File: src/rtl/awm_pkg.sv
`timescale 1ns / 1ps
`default_nettype none

package awm_pkg;

    // letter code width and alphabet size, fixed by the letter field
    localparam int CODE_W   = 5;
    localparam int ALPHABET = 26;

    typedef logic [CODE_W-1:0] code_t;

    // one input request: mode 0 = pattern letter, 1 = text letter
    typedef struct packed {
        logic  mode;
        code_t char_code;
        logic  last;
    } awm_in_t;

    // one result, given for every text letter
    typedef struct packed {
        logic window_match;
        logic found;
        logic window_full;
        logic pattern_overflow;
        logic end_of_text;
    } awm_out_t;

    // control broadcast to every letter cell
    typedef struct packed {
        logic  clr_pattern;
        logic  clr_window;
        logic  pat_add;
        logic  win_add;
        logic  win_rem;
        code_t add_code;
        code_t rem_code;
    } awm_cell_ctl_t;

endpackage

`default_nettype wire

File: src/rtl/awm_letter_cell.sv
`timescale 1ns / 1ps
`default_nettype none

module awm_letter_cell
    import awm_pkg::*;
#(
    parameter int    HW    = 9,
    parameter code_t INDEX = '0
) (
    input  wire logic          clk,
    input  wire logic          rst_n,
    input  wire awm_cell_ctl_t ctl,
    output logic               agree
);

    logic [HW-1:0] pat_reg;
    logic [HW-1:0] pat_next;
    logic [HW-1:0] win_reg;
    logic [HW-1:0] win_next;
    logic [HW-1:0] pat_base;
    logic [HW-1:0] win_base;
    logic          inc;
    logic          dec;

    always_comb
    begin
        pat_base = ctl.clr_pattern ? '0 : pat_reg;
        win_base = ctl.clr_window ? '0 : win_reg;
        inc      = ctl.win_add && (ctl.add_code == INDEX);
        dec      = ctl.win_rem && (ctl.rem_code == INDEX);

        pat_next = pat_base;
        if (ctl.pat_add && (ctl.add_code == INDEX))
        begin
            pat_next = pat_base + HW'(1);
        end

        // letter entering and leaving together cancels out
        win_next = win_base;
        if (inc && !dec)
        begin
            win_next = win_base + HW'(1);
        end
        else if (dec && !inc)
        begin
            win_next = win_base - HW'(1);
        end
    end

    // agreement on the updated counts
    assign agree = (win_next == pat_next);

    always_ff @(posedge clk or negedge rst_n)
    begin
        if (!rst_n)
        begin
            pat_reg <= '0;
            win_reg <= '0;
        end
        else
        begin
            pat_reg <= pat_next;
            win_reg <= win_next;
        end
    end

endmodule

`default_nettype wire

File: src/rtl/awm_text_ring.sv
`timescale 1ns / 1ps
`default_nettype none

module awm_text_ring
    import awm_pkg::*;
#(
    parameter int DEPTH = 256,
    parameter int AW    = 8
) (
    input  wire logic          clk,
    input  wire logic          wr_en,
    input  wire logic [AW-1:0] wr_addr,
    input  wire code_t         wr_data,
    input  wire logic [AW-1:0] rd_addr,
    output code_t              rd_data
);

    code_t mem [DEPTH];
    code_t rd_reg;

    always_ff @(posedge clk)
    begin
        if (wr_en)
        begin
            mem[wr_addr] <= wr_data;
        end
    end

    // read ahead of use, forwarding a write to the same slot
    always_ff @(posedge clk)
    begin
        if (wr_en && (wr_addr == rd_addr))
        begin
            rd_reg <= wr_data;
        end
        else
        begin
            rd_reg <= mem[rd_addr];
        end
    end

    assign rd_data = rd_reg;

endmodule

`default_nettype wire

File: src/rtl/awm_out_buf.sv
`timescale 1ns / 1ps
`default_nettype none

module awm_out_buf
    import awm_pkg::*;
(
    input  wire logic     clk,
    input  wire logic     rst_n,
    input  wire logic     push,
    input  wire awm_out_t push_data,
    output logic          busy,
    output logic          result_valid,
    input  wire logic     result_stall,
    output awm_out_t      result
);

    logic     main_valid_reg;
    awm_out_t main_reg;
    logic     skid_valid_reg;
    awm_out_t skid_reg;
    logic     main_free;

    assign main_free = !main_valid_reg || !result_stall;

    always_ff @(posedge clk or negedge rst_n)
    begin
        if (!rst_n)
        begin
            main_valid_reg <= 1'b0;
            skid_valid_reg <= 1'b0;
        end
        else if (main_free)
        begin
            main_valid_reg <= skid_valid_reg || push;
            skid_valid_reg <= 1'b0;
        end
        else if (push)
        begin
            skid_valid_reg <= 1'b1;
        end
    end

    always_ff @(posedge clk)
    begin
        if (main_free)
        begin
            main_reg <= skid_valid_reg ? skid_reg : push_data;
        end
        else if (push)
        begin
            skid_reg <= push_data;
        end
    end

    assign busy         = skid_valid_reg;
    assign result_valid = main_valid_reg;
    assign result       = main_reg;

endmodule

`default_nettype wire

File: src/rtl/anagram_window_matcher_core.sv
// the result of a text letter is registered in the main result register, or in the skid entry while that is held
// throughput: one letter request per cycle while letter_stall is low; pattern letters give no result
// a two-entry result buffer lets letters flow while one result waits downstream
// window counts and match check are updated by per-letter cells in the same cycle
// reset (rst_n, async, active low) clears pattern, window, counters and flags
`timescale 1ns / 1ps
`default_nettype none

module anagram_window_matcher_core
    import awm_pkg::*;
#(
    parameter int MAX_PATTERN = 256
) (
    input  wire logic     clk,
    input  wire logic     rst_n,
    input  wire logic     letter_valid,
    output logic          letter_stall,
    input  wire awm_in_t  letter,
    output logic          result_valid,
    input  wire logic     result_stall,
    output awm_out_t      result
);

    // count width holds MAX_PATTERN itself; ring address needs at least one bit
    localparam int LW = $clog2(MAX_PATTERN + 1);
    localparam int AW = (MAX_PATTERN > 1) ? $clog2(MAX_PATTERN) : 1;

    // search state
    logic [LW-1:0] pattern_len_reg;
    logic [LW-1:0] pattern_len_next;
    logic [LW-1:0] text_seen_reg;
    logic [LW-1:0] text_seen_next;
    logic [AW-1:0] ring_pos_reg;
    logic [AW-1:0] ring_pos_next;
    logic          found_reg;
    logic          found_next;
    logic          overflow_reg;
    logic          overflow_next;
    logic          ended_reg;
    logic          ended_next;

    // request decode
    logic          fire;
    logic          is_text;
    logic          in_alpha;
    logic          clr_search;
    logic          clr_text;

    // state after any clear that this request causes
    logic [LW-1:0] plen_base;
    logic [LW-1:0] seen_base;
    logic [AW-1:0] pos_base;
    logic          found_base;
    logic          overflow_base;

    logic          pat_ok;
    logic          pat_add;
    logic          step;
    logic          full_before;
    logic          full;
    logic          match;
    logic [LW-1:0] pos_inc;

    code_t         old_code;
    awm_cell_ctl_t cell_ctl;
    logic [ALPHABET-1:0] agree_vec;
    logic          all_agree;

    logic          buf_busy;
    awm_out_t      res_data;

    assign letter_stall = buf_busy;
    assign fire         = letter_valid && !buf_busy;
    assign is_text      = letter.mode;
    assign in_alpha     = (letter.char_code < CODE_W'(ALPHABET));

    always_comb
    begin
        // a pattern letter after an ended text, a counted text letter or a match starts a fresh search
        clr_search = fire && !is_text && (ended_reg || (text_seen_reg != '0) || found_reg);
        // a text letter after a finished text keeps the pattern, drops the window
        clr_text   = clr_search || (fire && is_text && ended_reg);

        plen_base     = clr_search ? '0 : pattern_len_reg;
        overflow_base = clr_search ? 1'b0 : overflow_reg;
        seen_base     = clr_text ? '0 : text_seen_reg;
        pos_base      = clr_text ? '0 : ring_pos_reg;
        found_base    = clr_text ? 1'b0 : found_reg;

        // pattern letters beyond the limit are dropped and flagged
        pat_ok        = fire && !is_text && in_alpha;
        pat_add       = pat_ok && (plen_base < LW'(MAX_PATTERN));
        overflow_next = overflow_base || (pat_ok && !pat_add);
        pattern_len_next = pat_add ? (plen_base + LW'(1)) : plen_base;

        // a text letter enters the window only if valid and a pattern exists
        step        = fire && is_text && in_alpha && (plen_base != '0);
        full_before = (seen_base >= plen_base);

        text_seen_next = (step && !full_before) ? (seen_base + LW'(1)) : seen_base;

        // ring position wraps at the pattern length
        pos_inc = LW'(pos_base) + LW'(1);
        if (step)
        begin
            ring_pos_next = (pos_inc == plen_base) ? '0 : AW'(pos_inc);
        end
        else
        begin
            ring_pos_next = pos_base;
        end

        full  = (text_seen_next >= plen_base);
        match = full && all_agree;

        found_next = found_base || (fire && is_text && match);

        if (fire && is_text)
        begin
            ended_next = letter.last;
        end
        else if (clr_search)
        begin
            ended_next = 1'b0;
        end
        else
        begin
            ended_next = ended_reg;
        end
    end

    // broadcast to the letter cells: leaving letter is the prefetched ring slot
    always_comb
    begin
        cell_ctl.clr_pattern = clr_search;
        cell_ctl.clr_window  = clr_text;
        cell_ctl.pat_add     = pat_add;
        cell_ctl.win_add     = step;
        cell_ctl.win_rem     = step && full_before && (old_code < CODE_W'(ALPHABET));
        cell_ctl.add_code    = letter.char_code;
        cell_ctl.rem_code    = old_code;
    end

    // one counter pair per letter of the alphabet
    for (genvar k = 0; k < ALPHABET; k++)
    begin : g_cell
        awm_letter_cell #(
            .HW    (LW),
            .INDEX (CODE_W'(k))
        ) u_cell (
            .clk   (clk),
            .rst_n (rst_n),
            .ctl   (cell_ctl),
            .agree (agree_vec[k])
        );
    end

    // window is a permutation when every letter count agrees
    assign all_agree = &agree_vec;

    // ring of recent text letters, read one request ahead at the next position
    awm_text_ring #(
        .DEPTH (MAX_PATTERN),
        .AW    (AW)
    ) u_ring (
        .clk     (clk),
        .wr_en   (step),
        .wr_addr (pos_base),
        .wr_data (letter.char_code),
        .rd_addr (ring_pos_next),
        .rd_data (old_code)
    );

    always_ff @(posedge clk or negedge rst_n)
    begin
        if (!rst_n)
        begin
            pattern_len_reg <= '0;
            text_seen_reg   <= '0;
            ring_pos_reg    <= '0;
            found_reg       <= 1'b0;
            overflow_reg    <= 1'b0;
            ended_reg       <= 1'b0;
        end
        else if (fire)
        begin
            pattern_len_reg <= pattern_len_next;
            text_seen_reg   <= text_seen_next;
            ring_pos_reg    <= ring_pos_next;
            found_reg       <= found_next;
            overflow_reg    <= overflow_next;
            ended_reg       <= ended_next;
        end
    end

    always_comb
    begin
        res_data.window_match     = match;
        res_data.found            = found_next;
        res_data.window_full      = full;
        res_data.pattern_overflow = overflow_base;
        res_data.end_of_text      = letter.last;
    end

    // result register with skid entry
    awm_out_buf u_out (
        .clk          (clk),
        .rst_n        (rst_n),
        .push         (fire && is_text),
        .push_data    (res_data),
        .busy         (buf_busy),
        .result_valid (result_valid),
        .result_stall (result_stall),
        .result       (result)
    );

endmodule

`default_nettype wire

File: config.mk
export PLATFORM = sky130hd
export DESIGN_NAME = anagram_window_matcher_core
export DESIGN_NICKNAME = d
export VERILOG_FILES = /design/src/rtl/awm_pkg.sv /design/src/rtl/awm_letter_cell.sv /design/src/rtl/awm_text_ring.sv /design/src/rtl/awm_out_buf.sv /design/src/rtl/anagram_window_matcher_core.sv
export SDC_FILE = /design/constraint.sdc
export NUM_CORES = 2
export LEC_CHECK = 0
export BUFFER_PORTS_ARGS = -buffer_cell sky130_fd_sc_hd__buf_2
export CAP_MARGIN = 20
export CORE_ASPECT_RATIO = 1.25
export CORE_MARGIN = 1.5
export CORE_UTILIZATION = 29
export DETAILED_ROUTE_END_ITERATION = 8
export HOLD_SLACK_MARGIN = 0.05
export PLACE_DENSITY = 0.4
export SLEW_MARGIN = 20
export SYNTH_ARGS = -nofsm -noshare
export SYNTH_HDL_FRONTEND = slang
export SYNTH_SLANG_ARGS = --single-unit
File: constraint.sdc
create_clock -name clk -period 12.05 [get_ports clk]
set_input_delay 1.8075 -clock clk [delete_from_list [all_inputs] [get_ports clk]]
set_output_delay 1.8075 -clock clk [all_outputs]
set_load 0.03 [all_outputs]
# Word level (Yosys, flattened, before mapping)
# Memory sizes are Yosys's and may differ from the RTL's. A register that Yosys moved wholly into a read port is not among the register bits.
# Cells that the tools add are included.
totals:
  wordCells: 600
  ramBits: 1280
  rom_bits: 0
  input_bits: 11
  mem_count: 1
  regBits: 509
  latchBits: 0
  out_inout_bits: 7
mem_list:
  columns: ["name", "words", "width", "rd", "rd_clocked_by_memory_dff", "write_ports", "line", "rtl"]
  rows:
  - ["u_ring.mem", 256, 5, 1, 1, 1, "awm_text_ring.sv:18", "code_t mem [DEPTH];"]
op_classes:
  magnitude_cmp: 5
  multipliers: 0
  mux: 146
  n_reduce_logical: 219
  eq_ne: 77
  n_bitwise: 1
  n_addsub: 81
  n_div: 0
  shift: 0
ops:
  columns: ["cell", "count"]
  rows:
  - ["$mux W9", 134]
  - ["$add A9 B1 Y9 const B", 54]
  - ["$eq A9 B9 Y1", 27]
  - ["$sub A9 B1 Y9 const B", 26]
  - ["$logic_and A1 B1 Y1", 145]
  - ["$eq A5 B5 Y1 const B", 20]
  - ["$eq A5 B4 Y1 const B", 16]
  - ["$logic_not A1 Y1", 58]
  - ["$eq A5 B3 Y1 const B", 8]
  - ["$reduce_and A26 Y1", 1]
  - ["$mux W8", 3]
  - ["$eq A5 B2 Y1 const B", 4]
  - ["$ge A9 B9 Y1", 2]
  - ["$reduce_bool A9 Y1", 2]
  - ["$eq A5 B1 Y1 const B", 2]
  - ["$logic_not A5 Y1", 2]
  - ["$lt A5 B5 Y1 const B", 2]
  - ["$add A8 B1 Y9 const B", 1]
  - ["$lt A9 B9 Y1 const B", 1]
  - ["$mux W1", 8]
  - ["$logic_or A1 B1 Y1", 7]
  - ["$mux W5", 1]
  - ["$reduce_and A2 Y1", 2]
  - ["$reduce_bool A2 Y1", 2]
  - ["$not A1 Y1", 1]

# Longest topological paths before layout
logic_depth:
  ltp_word: 19
  mapped_depth: 40
  mapped_depth_nobuf: 30

# By module
# Synthesis repeated with hierarchy kept, for this count alone.
hier_totals:
  cells_unflattened: 7004
  area_unflattened_um2: 91580.3
modules_own_cells:
  columns: ["module", "n_inst", "area_each_um2", "cells_per_inst", "seq_area_each_um2"]
  rows:
  - ["awm_text_ring", 1, 50344.5, 2500, 38597.0]
  - ["awm_letter_cell (g_cell[10].u_cell ...)", 3, 1519.0, 165, 450.4]
  - ["awm_letter_cell (g_cell[21].u_cell ...)", 3, 1457.6, 154, 450.4]
  - ["awm_letter_cell (g_cell[13].u_cell ...)", 2, 1579.0, 183, 450.4]
  - ["awm_letter_cell (g_cell[4].u_cell ...)", 2, 1496.4, 166, 450.4]
  - ["awm_letter_cell (g_cell[20].u_cell ...)", 2, 1441.4, 152, 450.4]
  - ["awm_letter_cell (g_cell[1].u_cell ...)", 2, 1398.8, 154, 450.4]
  - ["awm_letter_cell (g_cell[11].u_cell ...)", 2, 1385.1, 148, 450.4]
  - ["anagram_window_matcher_core", 1, 2613.8, 318, 725.7]
  - ["awm_letter_cell (g_cell[15].u_cell)", 1, 1515.2, 171, 450.4]
  - ["awm_letter_cell (g_cell[9].u_cell)", 1, 1507.7, 175, 450.4]
  - ["awm_letter_cell (g_cell[18].u_cell)", 1, 1500.2, 171, 450.4]
  - ["awm_letter_cell (g_cell[16].u_cell)", 1, 1470.2, 156, 450.4]
  - ["awm_letter_cell (g_cell[12].u_cell)", 1, 1467.7, 154, 450.4]
  - ["6 more rows", null, null, null, null]

# Worst setup path after synthesis
# Ideal clock, no wire load.
synth_timing:
  path_type: "input -> register"
  startpoint: "input letter[6] in the netlist's numbering"
  endpoint: "register u_out.main_reg (netlist bit u_out.result[4]) (data pin)"
  t_required_ps: 11903
  path_slack_ps: 2482
  arrival_time_ps: 9421
  n_path_buf: 11
  setup_ps: 147
  cell_stages: 31
  path_cell_list: "nor4_1 > or2_0 > clkbuf_1 > buf_1 > clkbuf_1 > clkbuf_1 > buf_2 > clkbuf_1 > clkbuf_1 > clkbuf_1 > clkbuf_1 > nand2_1 > inv_1 > ha_1 > and4_1 > nand2_1 > o311ai_0 > nand2_1 > or4_1 > buf_6 > nor3_4 > buf_2 > nand2_1 > xnor2_1 > a2111o_1 > or4_1 > nor4b_1 > nand4_1 > nor4_1 > nand4_1 > o21ai_1"
synth_via:
  elab_chain_len: 16
  word_cells_on_any_way: 441
  classes_between: "79 x add/sub; 3 x order compare; 26 x eq/ne; 134 x mux; 199 x reduce/logical"
synth_lines:
  columns: ["item", "line", "rtl"]
  rows:
  - ["from (decl)", "anagram_window_matcher_core.sv:18", "input wire awm_in_t letter,"]
  - ["$logic_not A1 Y1", "anagram_window_matcher_core.sv:80, anagram_window_matcher_core.sv:91", null]
  - ["$logic_and A1 B1 Y1", "anagram_window_matcher_core.sv:80, anagram_window_matcher_core.sv:91", null]
  - ["$logic_and A1 B1 Y1", "anagram_window_matcher_core.sv:80", "clr_search = fire && !is_text && (ended_reg || (text_seen_reg != '0) || found_reg);"]
  - ["$logic_or A1 B1 Y1 or $mux W9 (tied branches)", "anagram_window_matcher_core.sv:82, anagram_window_matcher_core.sv:84", null]
  - ["$mux W9 or $reduce_bool A9 Y1 (tied branches)", "anagram_window_matcher_core.sv:86, anagram_window_matcher_core.sv:97", null]
  - ["$ge A9 B9 Y1 or $logic_and A1 B1 Y1 (tied branches)", "anagram_window_matcher_core.sv:98, anagram_window_matcher_core.sv:97", null]
  - ["$logic_and A1 B1 Y1 (2 in a row)", "anagram_window_matcher_core.sv:139", "cell_ctl.win_rem = step && full_before && (old_code < CODE_W'(ALPHABET));"]
  - ["$logic_and A1 B1 Y1", "awm_letter_cell.sv:30", "dec = ctl.win_rem && (ctl.rem_code == INDEX);"]
  - ["$logic_and A1 B1 Y1 or $logic_not A1 Y1 (tied branches)", "awm_letter_cell.sv:44, awm_letter_cell.sv:40", null]
  - ["$mux W9 or $logic_and A1 B1 Y1 (tied branches)", "awm_letter_cell.sv:44, awm_letter_cell.sv:40", null]
  - ["$mux W9", "awm_letter_cell.sv:40", "if (inc && !dec)"]
  - ["$eq A9 B9 Y1", "awm_letter_cell.sv:51", "assign agree = (win_next == pat_next);"]
  - ["$reduce_and A26 Y1", "anagram_window_matcher_core.sv:159", "assign all_agree = &agree_vec;"]
  - ["$logic_and A1 B1 Y1 (*)", "anagram_window_matcher_core.sv:114", "match = full && all_agree;"]
  - ["$mux W5 (*)", "awm_out_buf.sv:47", "main_reg <= skid_valid_reg ? skid_reg : push_data;"]
  - ["to (signal assigned)", "awm_out_buf.sv:47", null]
  - ["to (decl)", "awm_out_buf.sv:18", "awm_out_t main_reg;"]
# Every way passes the cells marked *; elsewhere a longest branch is shown, timed or not.
# A chain may end at the register's enable or synchronous reset.

==> results_tabular.tex <==
\begin{tabular}{lr}
\hline
Metric & Value \\
\hline
\multicolumn{2}{l}{\textbf{Outcome}} \\
Result of the run & complete, but fails checks \\
Failing checks & DRC \\
\multicolumn{2}{l}{\textbf{Finish}} \\
Post-layout net count & 8182 \\
Fraction of final layout cells with drive strength greater than 1 & between 10\% and 20\% \\
Post-Layout Inst Area & roughly 110000 sq um \\
Number of fill cells & between 30000 and 40000 \\
Post-layout util & between 30\% and 40\% \\
Flip-flop count of the largest register after layout & 1280 \\
Final standard cell count with taps included and fillers excluded & 12460 \\
Area growth, synth to finish & 14.26\% \\
\multicolumn{2}{l}{\textbf{Clocking}} \\
Library cell used as clock root buffer & clkbuf\_16 \\
Worst-case clock buffer depth & 4 \\
Htree depth & 4 \\
Insertion delay to the later sink of the worst-skew pair & 0.93 ns \\
Register clock-pin slew on the reported worst setup and hold paths & about 0.060 ns \\
Post-CTS Setup Bufs & 0 \\
Clock tree from TritonCTS & done \\
Clk sink count & around 1800 \\
Number of clock buffers inserted by TritonCTS & around 210 \\
CTS Hold Buffers Added & 0 \\
Number of resized instances in the post-cts repair step & 0 \\
\multicolumn{2}{l}{\textbf{Critical path}} \\
Number of buffer and inverter stages on the critical path & 2 \\
Longest individual stage delay on the worst path & 1.00 ns \\
Worst path required time & 12.74 ns \\
Max FO, Critical Path & 44 \\
Series of cell instances along the critical path & buf\_12 -> mux4\_2 -> mux4\_2 -> o22ai\_1 -> nor3\_1 -> o2111ai\_1 -> nand3\_1 -> nor2\_2 -> buf\_12 -> a21oi\_1 -> o21ai\_0 -> nand4\_1 -> a2111oi\_2 -> nand4\_1 -> nor4\_1 -> and4\_1 -> nand4\_1 -> o21ai\_1 \\
Critical register-to-register path endpoint & u\_out.result[4]\$\_DFFE\_PN\_ \\
CP Class & register to register \\
Slowest stage cell on the critical path & nor2\_2 \\
CP most frequent cell & nand4\_1 \\
Critical path startpoint category & register \\
Largest delay share family, worst path & simple AND/OR/NAND/NOR gates \\
Setup slack on the worst flop-to-flop path & approximately 1.9 ns \\
Endpoint arrival time on the critical path & $\sim$11 ns \\
Cell depth of the worst flop-to-flop path & 18 \\
Endpoint class of the critical path & register \\
\multicolumn{2}{l}{\textbf{Placement}} \\
Input/output buffers & 17 \\
Number of cells after detailed placement & 12070 \\
Setup WS pre-CTS & 1.285 ns \\
Placed standard-cell area & between 90000 and 100000 sq um \\
Placed wire-length estimate & between 300000 and 400000 microns \\
RePlAce Congestion & 1.046 \\
\multicolumn{2}{l}{\textbf{GRT}} \\
Global-route total usage across every layer & approximately a quarter \\
Pin count of the biggest net entering global routing & 145 \\
Global-route wire length before repair & approximately 600000 microns \\
Number of global-route vias before repair & about 70000 \\
Initial antenna violation count & 31 \\
Remaining global-route overflow & 0 \\
\multicolumn{2}{l}{\textbf{Floorplanning}} \\
Overall die width & 509.9 microns \\
Height of the chip & $\sim$640 microns \\
\# IOs & 18 \\
Area of the die & 324600 sq um \\
Effective utilization at floorplan & 29.14\% \\
Core area & around 320000 sq um \\
Rows & 232 \\
\multicolumn{2}{l}{\textbf{Hold path}} \\
Worst hold path stage count & 2 \\
Worst hold path startpoint & overflow\_reg\$\_DFFE\_PN0N\_ \\
Worst Hold Endpoint & overflow\_reg\$\_DFFE\_PN0N\_ \\
Worst hold path type & register to register \\
\multicolumn{2}{l}{\textbf{Power and ir drop}} \\
Peak supply drop & between 0.1 and 0.15 mV \\
PD cells & $\sim$180 nW/um\^{}2 \\
Final Total Pwr & between 15 and 20 mW \\
Leakage power summed over all cells & 38.11 nW \\
\multicolumn{2}{l}{\textbf{Flow run}} \\
Total of max-cap violations & 0 \\
\multicolumn{2}{l}{\textbf{Detailed routing}} \\
Overall routed net length & approximately 430000 microns \\
Routed length per instance & between 30 and 40 microns \\
Number of DRC markers after the initial detailed-route iteration & around 6200 \\
Number of vias per cell after detailed routing & $\sim$5.6 \\
Number of routed nets with antenna violations & 0 \\
First-pass iteration count of the detailed router & 9 \\
Total vias in the final route & roughly 70000 \\
Drc violations & 6 \\
\multicolumn{2}{l}{\textbf{Timing}} \\
Final-report setup violation count & 0 \\
Post-layout minimum cycle time & between 10 and 15 ns \\
Maximum frequency from static timing analysis & between 90 and 100 MHz \\
Transition time of the tightest slew-check pin & about 1.3 ns \\
Number of max-slew violations in the final report & 0 \\
Clk\_skew & about 0.12 ns \\
Setup repair after global routing missed its margin & false \\
Smallest hold slack & 0.4918 ns \\
Final Hold Viols & 0 \\
Final worst slack & $\sim$1.9 ns \\
Total Negative Setup Slacks & 0 ns \\
Relative slew slack & 14.85\% \\
Period utilisation layout & between 80\% and 90\% \\
\multicolumn{2}{l}{\textbf{Synthesis}} \\
Synthesized area & 93130 sq um \\
Syn nets & 8096 \\
Share of the yosys chip area belonging to registers & between 50\% and 60\% \\
Fraction of registers with async set or reset after synthesis & between 20 and 30\% \\
Number of warnings issued by yosys & 0 \\
Unique masters post-synth & 108 \\
Number of flops mapped to enable cells by yosys & around 1300 \\
Yosys reg bits & about 1800 \\
Avg Synthesized Cell Area & $\sim$12 sq um \\
Instance count of the mapped netlist & 7983 \\
Primary flip-flop cell chosen by synthesis mapping & edfxtp\_1 \\
\hline
\end{tabular}
[layout by cell type, fill, tap and decap left out, drive strengths merged, types with 32 or more instances in the layout]
| cell | n |
|---|---|
| a2111oi | 40 |
| a211oi | 79 |
| a21o | 34 |
| a21oi | 260 |
| a22oi | 56 |
| a31oi | 69 |
| and2 | 88 |
| and3 | 90 |
| and4 | 36 |
| buf | 336 |
| clkbuf | 255 |
| clkinv | 95 |
| dfrtp | 499 |
| edfxtp | 1290 |
| ha | 102 |
| inv | 236 |
| mux2 | 50 |
| mux2i | 177 |
| mux4 | 282 |
| nand2 | 821 |
| nand3 | 333 |
| nand4 | 182 |
| nor2 | 707 |
| nor3 | 273 |
| nor4 | 142 |
| o2111ai | 37 |
| o211ai | 71 |
| o21ai | 276 |
| o221ai | 44 |
| o22ai | 51 |
| o31ai | 37 |
| or2 | 32 |
| or3 | 100 |
| or4 | 44 |
| xnor2 | 266 |
| xor2 | 253 |
[cell families (layout without fill, tap and decap cells)]
group / Yosys count / after routing / share of synthesized area [%]
buffers and inverters: 699 / 951 / 3.177
flip-flops: 1797 / 1797 / 55.17
AO/OA/AOI/OAI: 1366 / 1366 / 10.09
AND/OR/NAND/NOR: 2967 / 2967 / 15.47
other: 0 / 16 / 0
multiplexers: 509 / 509 / 9.326
XOR/XNOR: 537 / 537 / 5.324
adder cells (fa/ha/maj): 108 / 108 / 1.435
[cell type report]
class	count	area, sq um	area share, %
inverters	235	883.3	0.8301
well taps	4212	5270	4.953
repair buffers	336	2780	2.613
diodes	16	40.04	0.03763
clock buffers	255	5578	5.242
clock inverters	125	1267	1.191
flip-flops and latches	1797	51400	48.31
multi-input cells	5487	39190	36.83
[report_power, final]
group	switching, mW	total, mW	leakage [nW]	internal, mW
sequential	0.276	7.06	18.6	6.79
clock	2.78	6.56	3.37	3.78
combinational	3.71	5.37	16.1	1.66
total	6.77	19.0	38.1	12.2
[synthesized netlist by cell type (24+ instances only)]
cell type	n	share of area, %
buf_4	26	0.21
xnor2_1	266	2.5
edfxtp_1	1290	42
xor2_1	253	2.4
o2111ai_1	36	0.34
nand3_1	331	1.8
and2_1	85	0.57
o21a_1	24	0.19
o211ai_1	71	0.57
a31oi_1	69	0.46
a22oi_1	56	0.45
or2_2	30	0.20
o22ai_1	50	0.34
o21ai_0	261	1.4
buf_1	44	0.18
nor3_1	266	1.4
mux2_2	50	0.60
mux2i_1	177	1.9
buf_2	82	0.44
a2111oi_0	39	0.37
o221ai_1	44	0.41
nand4_1	182	1.2
dfrtp_1	499	13
inv_1	230	0.93
or3_1	100	0.67
mux4_2	282	6.8
clkbuf_1	294	1.2
and3_1	90	0.60
nor2_1	704	2.8
a211oi_1	79	0.64
o31ai_1	37	0.30
a211o_1	27	0.25
nand2_1	816	3.3
nor4_1	139	0.93
ha_1	102	1.4
a21o_1	34	0.27
or4_1	44	0.35
nor2b_1	31	0.21
and4_1	36	0.34
a21oi_1	259	1.4
[layer usage]
layer / part of all wire (%) / global-route usage (%) / up-vias
li1: - / - / 30590
met1: 37 / 29.38 / 36320
met2: 50 / 45.66 / 2440
met3: 4.5 / 3.732 / 961
met4: 9.0 / 19.44 / 24
met5: 0.036 / 0 / -
[worst max path at each step]
stage                           from                           to  slack (ns)  cells after the start
6_report                    register    u_out.result[4]$_DFFE_PN_        1.85                     18
5_1_grt        found_reg$_DFFE_PN0N_    u_out.result[4]$_DFFE_PN_        1.98                     24
4_1_cts        found_reg$_DFFE_PN0N_    u_out.result[4]$_DFFE_PN_        2.15                     24
3_5_place_dp               letter[6]    u_out.result[4]$_DFFE_PN_        1.28                     24
3_3_place_gp               letter[6]  u_out.skid_reg[3]$_DFFE_PP_       -0.88                     25
2_1_floorplan              letter[6]    u_out.result[4]$_DFFE_PN_        2.48                     31
[worst reg2reg max path, delay by kind of cell, from the launching register on]
| family | cells | cell delay (ns) |
|---|---|---|
| flops | 1 | 0.70 |
| mux | 2 | 1.15 |
| simple gates | 8 | 4.08 |
| buf+inv | 2 | 0.73 |
| compound gates | 6 | 3.43 |
(Power assumes the default switching activity.)
